**src/sv/csc_pkg.sv**
```systemverilog
package csc_pkg;

  // internal fixed point: Q2.30
  localparam int          WF         = 30;
  localparam logic [30:0] ONE_W      = 31'h4000_0000;
  localparam logic [31:0] PI_W       = 32'd3373259426;
  localparam logic [31:0] HALF_PI_W  = 32'd1686629713;
  localparam logic [28:0] INV_PI_W   = 29'd341782637;
  localparam logic [29:0] CORDIC_K_W = 30'd652032874;
  localparam int          MAX_ITER   = 24;

  // register indexes
  localparam logic [1:0] REG_KERNEL_SELECT  = 2'd0;
  localparam logic [1:0] REG_SHAPE_EXPONENT = 2'd1;
  localparam logic [1:0] REG_OUTER_EXPONENT = 2'd2;

  // datapath operations
  typedef enum logic [4:0] {
    OP_IDLE,
    OP_LOAD,
    OP_MUL_LO,
    OP_MUL_HI,
    OP_MARK_OOS,
    OP_BOH_Z,
    OP_CORDIC,
    OP_BOH_M1,
    OP_BOH_M2,
    OP_POW_INIT,
    OP_NORM,
    OP_LOG,
    OP_LOG_MUL,
    OP_EXP,
    OP_EXP_FIN,
    OP_ACC,
    OP_EMIT
  } op_e;

  typedef struct packed {
    op_e  op;
    logic second;
  } csc_cmd_t;

  typedef struct packed {
    logic out_range;
    logic kernel_sel;
    logic pow_trivial;
    logic norm_done;
    logic last_step;
    logic last_dim;
    logic out_free;
  } csc_status_t;

  // cordic arctangent table, atan(2^-i) in Q30
  function automatic logic [29:0] atan_w(input logic [4:0] idx);
    logic [29:0] val;
    case (idx)
      5'd0:    val = 30'd843314856;
      5'd1:    val = 30'd497837829;
      5'd2:    val = 30'd263043836;
      5'd3:    val = 30'd133525158;
      5'd4:    val = 30'd67021686;
      5'd5:    val = 30'd33543515;
      5'd6:    val = 30'd16775850;
      5'd7:    val = 30'd8388437;
      5'd8:    val = 30'd4194282;
      5'd9:    val = 30'd2097149;
      5'd10:   val = 30'd1048575;
      5'd11:   val = 30'd524287;
      5'd12:   val = 30'd262143;
      5'd13:   val = 30'd131071;
      5'd14:   val = 30'd65535;
      5'd15:   val = 30'd32767;
      5'd16:   val = 30'd16383;
      5'd17:   val = 30'd8191;
      5'd18:   val = 30'd4095;
      5'd19:   val = 30'd2047;
      5'd20:   val = 30'd1023;
      5'd21:   val = 30'd511;
      5'd22:   val = 30'd255;
      5'd23:   val = 30'd127;
      default: val = '0;
    endcase
    return val;
  endfunction

  // floor square root, elaboration use only
  function automatic logic [63:0] isqrt(input logic [63:0] val);
    logic [63:0] v;
    logic [63:0] res;
    logic [63:0] b;
    v   = val;
    res = '0;
    b   = 64'h4000_0000_0000_0000;
    for (int i = 0; i < 32; i++) begin
      if (v >= res + b) begin
        v   = v - (res + b);
        res = (res >> 1) + b;
      end else begin
        res = res >> 1;
      end
      b = b >> 2;
    end
    return res;
  endfunction

  // successive roots 2^(-2^-(i+1)), each the floor root of the one before
  function automatic logic [MAX_ITER*31-1:0] build_roots();
    logic [MAX_ITER*31-1:0] tbl;
    logic [63:0]            s;
    tbl = '0;
    s   = 64'(ONE_W) >> 1;
    for (int i = 0; i < MAX_ITER; i++) begin
      s = isqrt(s << WF);
      tbl[i*31 +: 31] = s[30:0];
    end
    return tbl;
  endfunction

  localparam logic [MAX_ITER*31-1:0] ROOT_TABLE = build_roots();

  function automatic logic [30:0] root_w(input logic [4:0] idx);
    return ROOT_TABLE[idx*31 +: 31];
  endfunction

endpackage

```
**src/sv/csc_ctrl.sv**
```systemverilog
module csc_ctrl (
  input  logic                 clk_i,
  input  logic                 rst_ni,
  input  logic                 in_valid_i,
  output logic                 in_ready_o,
  output csc_pkg::csc_cmd_t    cmd_o,
  input  csc_pkg::csc_status_t status_i
);

  localparam logic [3:0] S_IDLE     = 4'd0;
  localparam logic [3:0] S_MUL_LO   = 4'd1;
  localparam logic [3:0] S_MUL_HI   = 4'd2;
  localparam logic [3:0] S_DISPATCH = 4'd3;
  localparam logic [3:0] S_CORDIC   = 4'd4;
  localparam logic [3:0] S_BOH_M1   = 4'd5;
  localparam logic [3:0] S_BOH_M2   = 4'd6;
  localparam logic [3:0] S_PW_NORM  = 4'd7;
  localparam logic [3:0] S_PW_LOG   = 4'd8;
  localparam logic [3:0] S_PW_LMUL  = 4'd9;
  localparam logic [3:0] S_PW_EXP   = 4'd10;
  localparam logic [3:0] S_PW_FIN   = 4'd11;
  localparam logic [3:0] S_PW_NEXT  = 4'd12;
  localparam logic [3:0] S_ACC      = 4'd13;
  localparam logic [3:0] S_FINISH   = 4'd14;

  logic [3:0] state_q, state_d;
  logic       pass_q, pass_d;

  // state and pass registers
  always_ff @(posedge clk_i or negedge rst_ni) begin
    if (!rst_ni) begin
      state_q <= S_IDLE;
      pass_q  <= 1'b0;
    end else begin
      state_q <= state_d;
      pass_q  <= pass_d;
    end
  end

  // sequencing of the shared datapath
  always_comb begin
    state_d       = state_q;
    pass_d        = pass_q;
    cmd_o.op      = csc_pkg::OP_IDLE;
    cmd_o.second  = 1'b0;
    in_ready_o    = 1'b0;
    unique case (state_q)
      S_IDLE: begin
        in_ready_o = 1'b1;
        if (in_valid_i) begin
          cmd_o.op = csc_pkg::OP_LOAD;
          state_d  = S_MUL_LO;
        end
      end
      S_MUL_LO: begin
        cmd_o.op = csc_pkg::OP_MUL_LO;
        state_d  = S_MUL_HI;
      end
      S_MUL_HI: begin
        cmd_o.op = csc_pkg::OP_MUL_HI;
        state_d  = S_DISPATCH;
      end
      S_DISPATCH: begin
        if (status_i.out_range) begin
          cmd_o.op = csc_pkg::OP_MARK_OOS;
          state_d  = S_FINISH;
        end else if (status_i.kernel_sel) begin
          cmd_o.op = csc_pkg::OP_POW_INIT;
          pass_d   = 1'b0;
          state_d  = S_PW_NORM;
        end else begin
          cmd_o.op = csc_pkg::OP_BOH_Z;
          state_d  = S_CORDIC;
        end
      end
      S_CORDIC: begin
        cmd_o.op = csc_pkg::OP_CORDIC;
        if (status_i.last_step) begin
          state_d = S_BOH_M1;
        end
      end
      S_BOH_M1: begin
        cmd_o.op = csc_pkg::OP_BOH_M1;
        state_d  = S_BOH_M2;
      end
      S_BOH_M2: begin
        cmd_o.op = csc_pkg::OP_BOH_M2;
        state_d  = S_ACC;
      end
      S_PW_NORM: begin
        if (status_i.pow_trivial) begin
          state_d = S_PW_FIN;
        end else if (!status_i.norm_done) begin
          cmd_o.op = csc_pkg::OP_NORM;
        end else begin
          cmd_o.op = csc_pkg::OP_LOG;
          state_d  = S_PW_LOG;
        end
      end
      S_PW_LOG: begin
        cmd_o.op = csc_pkg::OP_LOG;
        if (status_i.last_step) begin
          state_d = S_PW_LMUL;
        end
      end
      S_PW_LMUL: begin
        cmd_o.op = csc_pkg::OP_LOG_MUL;
        state_d  = S_PW_EXP;
      end
      S_PW_EXP: begin
        cmd_o.op = csc_pkg::OP_EXP;
        if (status_i.last_step) begin
          state_d = S_PW_FIN;
        end
      end
      S_PW_FIN: begin
        cmd_o.op = csc_pkg::OP_EXP_FIN;
        state_d  = pass_q ? S_ACC : S_PW_NEXT;
      end
      S_PW_NEXT: begin
        cmd_o.op     = csc_pkg::OP_POW_INIT;
        cmd_o.second = 1'b1;
        pass_d       = 1'b1;
        state_d      = S_PW_NORM;
      end
      S_ACC: begin
        cmd_o.op = csc_pkg::OP_ACC;
        state_d  = S_FINISH;
      end
      S_FINISH: begin
        if (!status_i.last_dim) begin
          state_d = S_IDLE;
        end else if (status_i.out_free) begin
          cmd_o.op = csc_pkg::OP_EMIT;
          state_d  = S_IDLE;
        end
      end
      default: begin
        state_d = S_IDLE;
      end
    endcase
  end

endmodule

```
**config.mk**
```make
export PLATFORM = sky130hd
export DESIGN_NAME = csc_ctrl
export DESIGN_NICKNAME = d
export VERILOG_FILES = /design/src/sv/csc_pkg.sv /design/src/sv/csc_ctrl.sv
export SDC_FILE = /design/constraint.sdc
export NUM_CORES = 1
export LEC_CHECK = 0
export BUFFER_PORTS_ARGS = -buffer_cell sky130_fd_sc_hd__buf_2
export CAP_MARGIN = 20
export CORE_MARGIN = 1
export CORE_UTILIZATION = 40
export CTS_CLUSTER_SIZE = 16
export DETAILED_ROUTE_END_ITERATION = 6
export PLACE_DENSITY = 0.7
export SETUP_SLACK_MARGIN = 0.5
export SYNTH_ARGS = -nofsm -noshare
export SYNTH_HDL_FRONTEND = slang
export SYNTH_SLANG_ARGS = --single-unit
```
**constraint.sdc**
```tcl
create_clock -name clk_i -period 2.1 [get_ports clk_i]
set_input_delay 0.525 -clock clk_i [delete_from_list [all_inputs] [get_ports clk_i]]
set_output_delay 0.525 -clock clk_i [all_outputs]
set_load 0.01 [all_outputs]
```
==> results of run 1 <==
[sequential cells by signal, summed over array words and instances (netlist names)]
register and flops:
state_q 4, pass_q 1
[stage by stage]
| stage | util, % | worst slack (ps) | area (µm²) |
|---|---|---|---|
| 2_1_floorplan | - | 465 | 607 |
| 3_3_place_gp | 50.3 | 228 | 671 |
| 3_5_place_dp | 50.3 | 190 | 671 |
| 4_1_cts | 64.4 | 180 | 860 |
| 5_1_grt | 71.3 | 83.0 | 951 |
| 6_report | 71.3 | 133 | 951 |
[final timing paths]
| path | slack, ps | cells past startpoint | to | startpoint |
|---|---|---|---|---|
| min in group clk_i | 600 | 3 | state_q[3]$_DFFE_PN0P_ | status_i[0] |
| hold reg to reg | 630 | 2 | pass_q$_DFFE_PN0P_ | pass_q$_DFFE_PN0P_ |
| setup reg to reg | 290 | 9 | state_q[3]$_DFFE_PN0P_ | state_q[3]$_DFFE_PN0P_ |
| hold / removal | 80 | 1 | pass_q$_DFFE_PN0P_ | rst_ni |
| max in group asynchronous | 1870 | 1 | state_q[3]$_DFFE_PN0P_ | rst_ni |
| setup / recovery | 130 | 5 | cmd_o[3] | state_q[2]$_DFFE_PN0P_ |
[cells by family (layout without fill, tap and decap cells)]
| family | count (synthesis) | after routing | share of synthesized area, % |
|---|---|---|---|
| AO/OA/AOI/OAI | 28 | 28 | 33.3 |
| buffers and inverters | 15 | 50 | 13.7 |
| AND/OR/NAND/NOR | 31 | 31 | 28.7 |
| multiplexers | 1 | 1 | 1.69 |
| flip-flops | 5 | 5 | 21.1 |
| XOR/XNOR | 1 | 1 | 1.48 |
[timing repair]
item,in CTS,in global routing
pin swaps,7,4
gates resized for setup,17,12
endpoints found under the setup margin,9,11
cloned,2,0
setup buffers,14,5
[cell usage after synthesis, types with 2 or more instances]
library cell  count
o21ai_0           5
buf_2             5
a21o_1            2
nand3_1           2
nor3_1            2
inv_1             5
buf_6             2
nor4_1            2
nor2b_1           2
dfrtp_1           5
nand2_1          10
a21oi_1           8
clkbuf_1          2
nor2_1            5
[area by class of cell]
cell class	count	area share [%]
Sequential cell	5	13.9
Multi-Input combinational cell	61	48.4
Inverter	5	2.24
Clock buffer	4	2.76
Timing Repair Buffer	41	30.7
Tap cell	15	1.97
[metal layers]
metal / track usage, % / vias to the layer above / share of wire (%)
met2: 49.2 / 29 / 51
li1: - / 369 / -
met5: 0 / - / 0
met1: 31.4 / 372 / 43
met3: 3.89 / 4 / 4.5
met4: 7.50 / 0 / 1.5
[critical path: stages, from the launching register on]
cell and delay [ps]:
dfrtp_2 430, inv_1 150, nand2_4 100, o22ai_2 60, a221o_1 330, buf_2 140
[power by group]
part | switching, µW | internal [µW] | leakage (µW)
clock | 37.7 | 71.7 | 0.0000150
sequential | 138 | 159 | 0.0000569
combinational | 607 | 655 | 0.000398
==> results.toml, run 1 <==
[routing]
antenna_violating_nets_post_route = 0
drt_iter0_markers = 27
route.detailed.vias_per_inst = 5.91
drc_errors = 0
via_count = 774
route.final.wire_length_mm = 2.10
detailedRoute.firstPassIterationCount = 4
wire_per_inst_um = 16.0

[global_routing]
gr-usage-all-layers_pct = 26.8
grt_antenna_before_repair = 0
grt_pass1_wl_mm = 2.92
first_global_vias = 675
gr-total-overflow = 0
maximum_number_of_pins_on_one_net_before_global_route_repair = 14

[yosys]
flops_latches_synth = 5
synth-edff-count = 0
synthesis.nets = 91
cell_area_after_synthesis_um2 = 593
synth_largest_area_cell = "dfrtp_1"
syn_inst = 81
yosys-top-cells-area = "dfrtp_1 (21%), a21oi_1 (6.8%), nand2_1 (6.3%)"
yosys_warnings = 0
yosysTopAreaCellShare_pct = 21.1
async_flop_share_pct = 100
avgSynthCellArea_um2 = 7.32
sequential_area_share_after_synthesis_pct = 21.1
synth.distinct_cells = 38
ys.flop_type = "dfrtp_1"

[clock_tree]
cts_max_level = 1
clock-root-buffer = "clkbuf_4"
tritoncts = "yes"
cts-root-to-sink-buffers = 2
worst_skew_pair.late_latency_ps = 240
clock_sink_count = 5
cts_inserted_buffers = 3
clk_pin_slew_ps = 40
cts_hold_repair.buffers = 0

[setup_path]
critPathLaunchType = "flip-flop"
timing.critical_path.arrival_ps = 1440
critPathCaptureType = "output pin"
path_class = "reg2out"
timing.critical_path.fanout_max = 6
worst_ep_required_time_ps = 1570

[sta]
setup_repair_after_global_routing_missed_its_margin = "true"
post_route_worst_hold_slack_ps = 84.7
min_period_ps = 1970
final-hold-violation-count = 0
skew_ps = 4.27
worst_pin_slew_ps = 315
layout_worst_path_cycle_share_pct = 93.7
final-max-slew-violation-count = 0
timing.max_slew.rel_slack_pct = 78.9
max_freq_mhz = 508
final.setup.tns_ps = 0
setup-violations-final = 0

[floorplan]
floorplan.rows = 13
die_x_um = 40.5
ioPinCount = 17
floorplan.die_area_mm2 = 0.00164
die_height_um = 40.5
floorplan.initialDensity_pct = 44.5
core_footprint_mm2 = 0.00133

[finish]
n_antenna_cell = 0
multi_input_area_um2 = 460
post_layout_nonfiller_instances = 131
area_growth_pct = 60.3
final_layout_size_suffix_gt1_share_pct = 56.0
layout_common_cells = "buf_4 (17), buf_2 (17), nand2_1 (9), a21oi_1 (8), buf_6 (7)"
filler_cell_count = 105
final_net_count = 127
sequential_standard_cell_area_um2 = 133

[power]
powerDensity_mw_per_mm2 = 1750
power.leakage_uw = 0.000470
ir_drop_mv = 0.934
post-layout-total-power_uw = 1670

[place]
finalWeightedCongestion = 0.923
hpwl_mm = 1.10
dp_cells = 106
place.port_buffers = 16

[status]
outcome = "complete, no violations"

[hold_path]
hp-class = "in2async"

[run]
timing.max_cap.violations = 0
(Power assumes the default switching activity.)
==> run 2, diff against run 1 <==
CORE_UTILIZATION = 31   (was 40)
PLACE_DENSITY = 0.58   (was 0.7)
==> results.toml, run 2 (synthesis results as in run 1) <==
[sta]
max_freq_mhz = 510
post_route_worst_hold_slack_ps = 80.8
setup_repair_after_global_routing_missed_its_margin = "true"
final.setup.tns_ps = 0
layout_worst_path_cycle_share_pct = 93.4
setup-violations-final = 0
final-hold-violation-count = 0
timing.max_slew.rel_slack_pct = 79.9
min_period_ps = 1960
final-max-slew-violation-count = 0
skew_ps = 3.06
worst_pin_slew_ps = 300

[floorplan]
floorplan.initialDensity_pct = 33.6
die_height_um = 45.7
core_footprint_mm2 = 0.00176
ioPinCount = 17
die_x_um = 45.7
floorplan.die_area_mm2 = 0.00209
floorplan.rows = 15

[global_routing]
grt_pass1_wl_mm = 2.64
gr-total-overflow = 0
gr-usage-all-layers_pct = 18.0
first_global_vias = 622
grt_antenna_before_repair = 0
maximum_number_of_pins_on_one_net_before_global_route_repair = 26

[routing]
drt_iter0_markers = 19
drc_errors = 0
detailedRoute.firstPassIterationCount = 4
via_count = 732
route.final.wire_length_mm = 1.81
antenna_violating_nets_post_route = 0
wire_per_inst_um = 13.5
route.detailed.vias_per_inst = 5.46

[power]
powerDensity_mw_per_mm2 = 1740
post-layout-total-power_uw = 1540
power.leakage_uw = 0.000418
ir_drop_mv = 0.753

[finish]
filler_cell_count = 179
n_antenna_cell = 0
area_growth_pct = 49.4
final_layout_size_suffix_gt1_share_pct = 50.5
design_area_um2 = 886
largest_reg_flops = 4
finish.utilization_pct = 50.2
final_net_count = 120
registers.top_by_ff_count = "state_q"
largest_registers = "state_q: 4 flops, pass_q: 1 flops"
layout_commonest_cell = "buf_2"
layout_common_cells = "buf_2 (17), nand2_1 (9), buf_4 (9), a21oi_1 (7), buf_6 (7)"
sequential_standard_cell_area_um2 = 129
multi_input_area_um2 = 432

[place]
placed_cell_area_um2 = 691
place.port_buffers = 16
finalWeightedCongestion = 0.847
hpwl_mm = 1.10

[setup_path]
regToRegStartpoint = "state_q[1]$_DFFE_PN0P_"
critPathCaptureType = "output pin"
path_class = "reg2out"
slowest_delay_ps = 460
critPathLaunch = "state_q[1]$_DFFE_PN0P_"
worst_ep_required_time_ps = 1570
cp_slowest_cell = "dfrtp_2"
timing.critical_path.fanout_max = 6
timing.critical_path.arrival_ps = 1440
critical_path.cell_chain = "buf_6, nand2_2, o22ai_1, a221o_1, buf_2"
critPathLaunchType = "flip-flop"

[clock_tree]
clk_pin_slew_ps = 40
cts-root-to-sink-buffers = 2
cts_inserted_buffers = 3
worst_skew_pair.late_latency_ps = 250
clock_sink_count = 5
clock-root-buffer = "clkbuf_4"
cts_max_level = 1
tritoncts = "yes"

[run]
timing.max_cap.violations = 0

[status]
outcome = "complete, no violations"

[hold_path]
hp-class = "in2async"
## run 2: cell count changes in the layout (fill, tap and decap cells not counted), sizes merged
cell  change
buf       -7
## run 2: timing repair
item / 4_1_cts / 5_1_grt
pin swaps: 4 / 2
setup buffers: 7 / 5
hold buffers: 0 / 0
hold endpoints to repair: 0 / 0
cloned: 1 / 0
endpoints found under the setup margin: 9 / 9
resized for setup: 17 / 10
## run 2: worst paths after layout
check | slack, ps | end | depth (start not counted)
setup reg to reg | 610 | state_q[1]$_DFFE_PN0P_ | 6
min in group clk_i | 580 | state_q[3]$_DFFE_PN0P_ | 3
hold / removal | 80 | state_q[0]$_DFFE_PN0P_ | 1
setup / recovery | 140 | cmd_o[3] | 5
hold reg to reg | 620 | pass_q$_DFFE_PN0P_ | 2
max in group asynchronous | 1880 | state_q[1]$_DFFE_PN0P_ | 1
## run 2: area by class of cell
cell class | count | share of cell area (%)
clock buffers | 4 | 2.97
flip-flops and latches | 5 | 14.5
well taps | 25 | 3.53
multi-input cells | 61 | 48.7
inverters | 5 | 2.40
repair buffers | 34 | 27.8
## run 2: power breakdown
part	switching [µW]	internal [µW]	total (µW)	leakage, µW
Clock	39.6	71.8	111	0.0000150
Combinational	585	605	1190	0.000345
Sequential	91.1	153	244	0.0000580
Total	715	830	1540	0.000418
## run 2: through the flow
step / cells / worst slack, ps
6_report: 134 / 138
3_5_place_dp: 117 / 196
5_1_grt: 134 / 88.1
3_3_place_gp: 117 / 164
2_1_floorplan: 81 / 465
4_1_cts: 129 / 158
## run 2: worst max-delay path: cells and delay by family, from the launching register on
kind                   cells  cell delay, ps
flip-flops                 1             460
AO/OA/AOI/OAI              2             380
buffers and inverters      2             300
AND/OR/NAND/NOR            1              50
## run 2: per-layer routing
| metal | vias up | share of wire [%] | global-route usage [%] |
|---|---|---|---|
| met5 | - | 0 | 0 |
| met4 | 0 | 1.3 | 11.8 |
| met3 | 5 | 6.1 | 6.35 |
| met2 | 29 | 48 | 25.7 |
| met1 | 344 | 44 | 22.7 |
| li1 | 354 | - | - |
==> run 3, diff against run 2 <==
CORE_MARGIN = 2   (was 1)
==> results.toml, run 3 (synthesis results as in run 1) <==
[status]
outcome = "complete, no violations"

[sta]
timing.max_slew.rel_slack_pct = 80.4
final-max-slew-violation-count = 0
layout_worst_path_cycle_share_pct = 92.0
skew_ps = 2.21
setup_repair_after_global_routing_missed_its_margin = "true"
final.setup.tns_ps = 0
final-hold-violation-count = 0
min_period_ps = 1930
setup-violations-final = 0
worst_pin_slew_ps = 293
max_freq_mhz = 518

[clock_tree]
clock-root-buffer = "clkbuf_4"
cts_inserted_buffers = 3
tritoncts = "yes"
worst_skew_pair.late_latency_ps = 240
clk_pin_slew_ps = 50
cts_hold_repair.buffers = 0
cts-root-to-sink-buffers = 2
clock_sink_count = 5
cts_max_level = 1

[power]
ir_drop_mv = 0.917
p_sw_uw = 739
p_int_uw = 845
post-layout-total-power_uw = 1580
power.leakage_uw = 0.000421
p_seq_share_pct = 15.2
combinational_share_of_power_pct = 77.6
powerDensity_mw_per_mm2 = 1770
pwr-share-clk_pct = 7.2
switching_share_pct = 46.7

[run]
timing.max_cap.violations = 0

[setup_path]
timing.critical_path.arrival_ps = 1410
timing.critical_path.fanout_max = 6
worst_ep_required_time_ps = 1570
critPathLaunchType = "flip-flop"
critPathCaptureType = "output pin"
path_class = "reg2out"
timing.reg2reg.setup_slack_ps = 480

[place]
hpwl_mm = 1.18
finalWeightedCongestion = 0.852
place.port_buffers = 16
dp_cells = 118

[routing]
detailedRoute.firstPassIterationCount = 4
route.detailed.vias_per_inst = 5.43
wire_per_inst_um = 13.9
drt_iter0_markers = 8
drc_errors = 0
via_count = 727
route.final.wire_length_mm = 1.86
antenna_violating_nets_post_route = 0

[global_routing]
gr-usage-all-layers_pct = 18.7
grt_antenna_before_repair = 0
gr-total-overflow = 0
first_global_vias = 691
grt_pass1_wl_mm = 3.01
maximum_number_of_pins_on_one_net_before_global_route_repair = 14

[floorplan]
ioPinCount = 17
die_x_um = 47.7
core_footprint_mm2 = 0.00176
die_height_um = 47.7
floorplan.initialDensity_pct = 33.6
floorplan.rows = 15
floorplan.die_area_mm2 = 0.00228

[finish]
final_net_count = 120
n_antenna_cell = 0
registers.top_by_ff_count = "state_q"
filler_cell_count = 189
finish.utilization_pct = 50.7
largest_reg_flops = 4
area_growth_pct = 50.8
layout_commonest_cell = "buf_2"
post_layout_nonfiller_instances = 134
largest_registers = "state_q: 4 flops, pass_q: 1 flops"
layout_common_cells = "buf_2 (17), buf_4 (11), nand2_1 (9), a21oi_1 (7)"
final_layout_size_suffix_gt1_share_pct = 53.2

[hold_path]
hp-class = "in2async"
-- run 3: layout make-up --
type	count	area, µm²	area share (%)
flip-flops and latches	5	129	14.4
well taps	25	31.3	3.50
multi-input cells	61	450	50.3
clock buffers	4	26.3	2.94
inverters	5	18.8	2.10
repair buffers	34	239	26.7
-- run 3: layer usage --
layer	track usage, %	vias up	part of all wire (%)
met2	29.9	28	48
met1	24.2	341	45
li1	-	352	-
met3	2.64	6	4.5
met4	9.73	0	2.1
met5	0	-	0
-- run 3: critical path, cell delays in order (launching register included) --
cell	delay, ps
dfrtp_2	450
buf_8	150
buf_6	120
nand2_4	70
nor3_1	190
buf_2	180
-- run 3: metrics by stage --
stage                     worst slack, ps  cell area (µm²)  hold WS, ps
final                                 169              895         84.6
after floorplan                       465              607          229
after CTS                             184              870         78.4
after global routing                  111              895         85.2
after global placement                240              698          340
after detailed placement              225              698          342
-- run 3: worst paths after layout --
check                                       start                endpoint  depth (start not counted)
min reg2reg                    pass_q$_DFFE_PN0P_      pass_q$_DFFE_PN0P_                          2
max reg2reg                state_q[3]$_DFFE_PN0P_  state_q[1]$_DFFE_PN0P_                          6
max                        state_q[3]$_DFFE_PN0P_                cmd_o[0]                          5
min in group clk_i                    status_i[0]  state_q[3]$_DFFE_PN0P_                          3
min                                        rst_ni  state_q[0]$_DFFE_PN0P_                          1
max in group asynchronous                  rst_ni  state_q[2]$_DFFE_PN0P_                          1
-- run 3: repair_timing --
item                                   4_1_cts  5_1_grt
gates resized for setup                     20        5
setup buffers                               11        0
setup endpoints to repair                    8        8
cloned                                       1        0
pin swaps                                    3        2
endpoints found under the hold margin        0        0
-- run 3: power by group through the flow --
stage	combinational, µW	clock (µW)	sequential (µW)
5_1_grt	1350	124	245
4_1_cts	1170	120	234
3_5_place_dp	911	0	218
2_1_floorplan	764	0	164
3_3_place_gp	904	0	219
6_report	1230	114	241
